### config.mk
export PLATFORM = sky130hd
export DESIGN_NAME = tfce_ram
export DESIGN_NICKNAME = d
export VERILOG_FILES = /design/src/rtl/tfce_ram.sv
export SDC_FILE = /design/constraint.sdc
export NUM_CORES = 1
export LEC_CHECK = 0
export ABC_CLOCK_PERIOD_IN_PS = 3800
export BUFFER_PORTS_ARGS = -buffer_cell sky130_fd_sc_hd__buf_2
export CAP_MARGIN = 20
export CELL_PAD_IN_SITES_DETAIL_PLACEMENT = 1
export CELL_PAD_IN_SITES_GLOBAL_PLACEMENT = 1
export CORE_AREA = 2 2 277 279
export CTS_BUF_LIST = sky130_fd_sc_hd__clkbuf_16
export DETAILED_ROUTE_END_ITERATION = 8
export DIE_AREA = 0 0 279 281
export PLACE_DENSITY = 0.89
export SLEW_MARGIN = 0
export SYNTH_ARGS = -nofsm -noshare
export SYNTH_HDL_FRONTEND = slang
export SYNTH_SLANG_ARGS = --single-unit
### constraint.sdc
create_clock -name clk_i -period 3.8 [get_ports clk_i]
set_input_delay 0.76 -clock clk_i [delete_from_list [all_inputs] [get_ports clk_i]]
set_output_delay 0.76 -clock clk_i [all_outputs]
set_load 0.02 [all_outputs]
### src/rtl/tfce_ram.sv
`timescale 1ns / 1ps
// ----------------------------------------------------------------------------
// Generic RAM
// Single write port, single read port, registered read data.
// ----------------------------------------------------------------------------
module tfce_ram #(
  parameter int unsigned Width = 32,
  parameter int unsigned Depth = 32
) (
  input  logic                     clk_i,
  input  logic                     we_i,
  input  logic [$clog2(Depth)-1:0] waddr_i,
  input  logic [Width-1:0]         wdata_i,
  input  logic [$clog2(Depth)-1:0] raddr_i,
  output logic [Width-1:0]         rdata_o
);
  logic [Width-1:0] mem_q [Depth];

  always_ff @(posedge clk_i) begin
    if (we_i) begin
      mem_q[waddr_i] <= wdata_i;
    end
    rdata_o <= mem_q[raddr_i];
  end
endmodule

* Yosys cells after proc, flatten, opt, wreduce, memory -nomap -nowiden *
Memory sizes are Yosys's and may differ from the RTL's. A register that Yosys moved wholly into a read port is not among the register bits.
Index checks and enable logic that the tools add are counted.

operators by class
  divide/modulo/power cells = 0
  add/sub/neg operators = 0
  muxes and demuxes = 2
  shifts and indexed selects = 0
  reduce and logical (&&, ||, !) cells = 0
  equal/unequal tests = 0
  bitwise operators = 0
  magnitude comparators = 0
  multipliers = 0

operator list
  cell              count
  1-bit 2-to-1 mux  2

word-level totals
  latch bits = 0
  input port bits = 44
  ROM bits = 0
  output and inout port bits = 32
  flip-flop bits (word level) = 0
  memories kept = 1
  bits in writable memories = 1024

memory list
  name   words  width  read ports  clocked after Yosys merged registers in  write ports  line  source
  mem_q  32     32     1           1                                        1            17    logic [Width-1:0] mem_q [Depth];

* Logic depth before layout (Yosys ltp) *
  word-level depth = 2
  depth in mapped cells = 8
  gate-level depth less buffers = 5

* Worst setup path before layout *
Ideal clock, no wire load.

  path kind = input -> register
  start = input waddr_i[1]
  end = memory mem_q[12][0], enable pin
  setup time = 421 ps
  setup slack = 606 ps
  stages on the path = 3
  arrival time = 2773 ps
  buffers on the path = 1
  cells stage by stage = or3b_2 -> clkbuf_1 -> nor2_1

RTL lines
  element      line  source
  from (decl)  12    input logic [$clog2(Depth)-1:0] waddr_i,
  to (decl)    17

Straight into the memory's write port.

==> summary.txt <==
STA
  • Crit share post-route: 69.5%
  • Final setup viols: 0
  • Worst setup margin: 1160 ps
  • Worst Skew: 30.3 ps
  • Max Slew Vio Count: 0
  • Final Hold Fails: 0
  • WHS: 654 ps
  • Max-slew headroom: 29.8%
  • Peak Freq: 378 MHz
  • Total Neg Setup Slack: 0 ps
  • Final min period: 2640 ps
  • Worst-margin pin slew: 1050 ps
  • RSZ-0062 raised after global routing: false

Worst setup path
  • Reg-to-reg startpoint: mem_q[0][26]
  • Critical Path End Type: register
  • Worst path max stage delay: 560 ps
  • CP Max Fanout: 100
  • Reg-to-reg slack, setup: 1840 ps
  • Worst Path Required: 4310 ps
  • CP max stage cell: buf_4
  • Startpoint type of the worst setup path: input pin
  • Crit Path Category: in2reg
  • CP arrival: 3150 ps
  • CP cell instances: buf_2 > nor2b_4 > buf_12 > buf_4 > a22oi_1 > a31oi_1 > nand3_1
  • Worst r2r dst: rdata_o[26]
  • Depth of the most critical reg-to-reg path: 5

Clock tree
  • Hold Buf Count CTS: 0
  • CTS resizes: 0
  • CTS tree: yes
  • CTS Sinks: 1056
  • # H-tree levels: 3
  • Reg clk slew, reported paths: 70 ps
  • TritonCTS buffer count: 102
  • CTS root buf: clkbuf_16
  • Skew-Pair Late Insertion Delay: 690 ps
  • Max Root-Sink Buffers: 3
  • Setup bufs post-CTS: 0

Yosys
  • Top-count cell post-synth: edfxtp_1
  • Unique masters post-synth: 25
  • Top cells by area, synth: edfxtp_1 76%, mux2i_1 13%, a22oi_1 1.8%, dfxtp_1 1.6%, a22o_1 1.4%
  • Synth Flop Type: edfxtp_1
  • Cell count after synthesis: 2260
  • Post-synth net total: 2304
  • Syn_area_per_cell: 17.9 um2
  • EDFF count, synth: 1024
  • Top post-synthesis cells by count: 1024 x edfxtp_1, 512 x mux2i_1, 98 x nand2_1, 98 x nand3_1
  • Post-Syn Area: 0.0405 mm2
  • Synth top area share: 76.0%
  • Seq/Total Area, Yosys: 77.5%
  • Async S/R FF share, synth: 0%
  • Synth warn: 0
  • Synth area leader: edfxtp_1
  • #FFs+latches synth: 1056

Die
  • Cell Rows: 101
  • DIE WIDTH: 279 um
  • Core area: 0.0754 mm2
  • IO Pins: 76
  • Die H: 281 um
  • Die Area: 0.0784 mm2
  • Initial Util: 53.7%

Run
  • Max-Cap Viols: 0

Global routing
  • Largest net degree at the start of global routing: 101
  • Number of global-route vias before repair: 24441
  • First-pass GRT wire length: 178 mm
  • Aggregate global routing overflow: 0
  • Gr usage total: 31.8%
  • Initial antenna violation count: 18

Route
  • Vias per cell: 6.73
  • 1st-iter DRT viols: 3282
  • Drt drc: 0
  • Post-Route WL: 125 mm
  • Drt wl/cell: 36.0 um
  • First-pass DRT Iterations: 5
  • Final ANT Viol Nets: 0
  • Vias: 23275

Outcome
  • Status: complete, no violations

Hold path
  • Cells on Worst Hold Path: 4
  • WHS Endpoint: rdata_o[14]
  • Hold Path Origin: mem_q[27][14]
  • Worst min-delay path category: reg2reg

Power and ir drop
  • Leakage dissipation: 16.1 nW
  • Max IR drop VDD: 0.348 mV
  • Pwr dens: 544 mW/mm2

Place
  • Post-DP HPWL: 65.6 mm
  • Routability congestion estimate: 0.817
  • Post-place setup slack: 647 ps
  • Port Buf Inserts: 75

Layout
  • Final nets: 2427
  • Filler instances: 6454
  • Layout cells sized above 1: 13.6%
  • Area grow syn2layout: 13.1%
-- report_power, final --
| group | total [mW] | internal (mW) | leakage, nW | switching, mW |
|---|---|---|---|---|
| sequential | 13.1 | 12.9 | 9.49 | 0.109 |
| combinational | 1.41 | 0.402 | 4.83 | 1.01 |
| clock | 10.4 | 5.89 | 1.73 | 4.56 |
-- routing by layer --
layer	global-route usage (%)	wire, um
met5	0	90
met2	53.7	62200
met1	40.3	45000
met4	13.6	5120
met3	6.43	12200
-- state kept, by name, summed over array words and instances (netlist names) --
signal and count:
mem_q 1024, rdata_o 32
-- layout make-up --
| type | count | area [um2] | area share [%] |
|---|---|---|---|
| multi-input combinational | 1077 | 8610 | 18.8 |
| timing repair buffer | 146 | 1170 | 2.55 |
| sequential | 1056 | 31400 | 68.6 |
| antenna | 10 | 25.0 | 0.0547 |
| tap | 978 | 1220 | 2.67 |
| clock inverter | 87 | 736 | 1.61 |
| clock buffer | 105 | 2630 | 5.74 |
-- per-stage QoR --
| stage | instances | cell area (um2) | util [%] | total power, mW |
|---|---|---|---|---|
| detailed placement | 3257 | 42400 | 56.2 | 14.6 |
| global route | 3455 | 45800 | 60.7 | 25.4 |
| finish | 3459 | 45800 | 60.7 | 24.9 |
| global placement | 3257 | 42400 | 56.2 | 14.5 |
| CTS | 3449 | 45800 | 60.6 | 24.9 |
| floorplan | 2260 | 40500 | - | 14.0 |
-- layout by cell type (no fill, tap or decap), drive strengths merged, types with 2 or more instances in the layout --
master,Yosys,layout
a21oi,96,96
a22o,64,64
a22oi,96,96
a31oi,32,32
buf,79,146
bufinv,0,13
clkbuf,48,105
clkinv,0,47
clkinvlp,0,3
dfxtp,32,32
diode,0,10
edfxtp,1024,1024
inv,0,24
mux2i,512,512
nand2,98,98
nand2b,2,2
nand3,98,98
nand3b,5,5
nor2,34,34
nor3,32,32
or3b,3,3
-- cell families after synthesis --
logic type / share of synthesized area [%]
and+or+nand+nor: 3.10
AOI/OAI and AO/OA: 4.85
DFF: 77.5
muxes: 12.7
buffers and inverters: 1.86
-- worst max-delay path: cells and delay by family --
kind | cells | cell delay [ps]
AO/OA/AOI/OAI | 2 | 690
AND/OR/NAND/NOR | 2 | 390
buffers and inverters | 3 | 1170
-- worst max path at each step --
stage / slack (ps) / endpoint / startpoint
2_1_floorplan: 610 / mem_q[12][0] / waddr_i[1]
3_3_place_gp: 690 / rdata_o[13] / raddr_i[2]
3_5_place_dp: 650 / rdata_o[13] / raddr_i[2]
4_1_cts: 1250 / rdata_o[27] / raddr_i[0]
5_1_grt: 1210 / rdata_o[13] / raddr_i[2]
6_report: 1160 / rdata_o[13] / raddr_i[2]
Note: power is estimated with default switching activity, not from simulation.
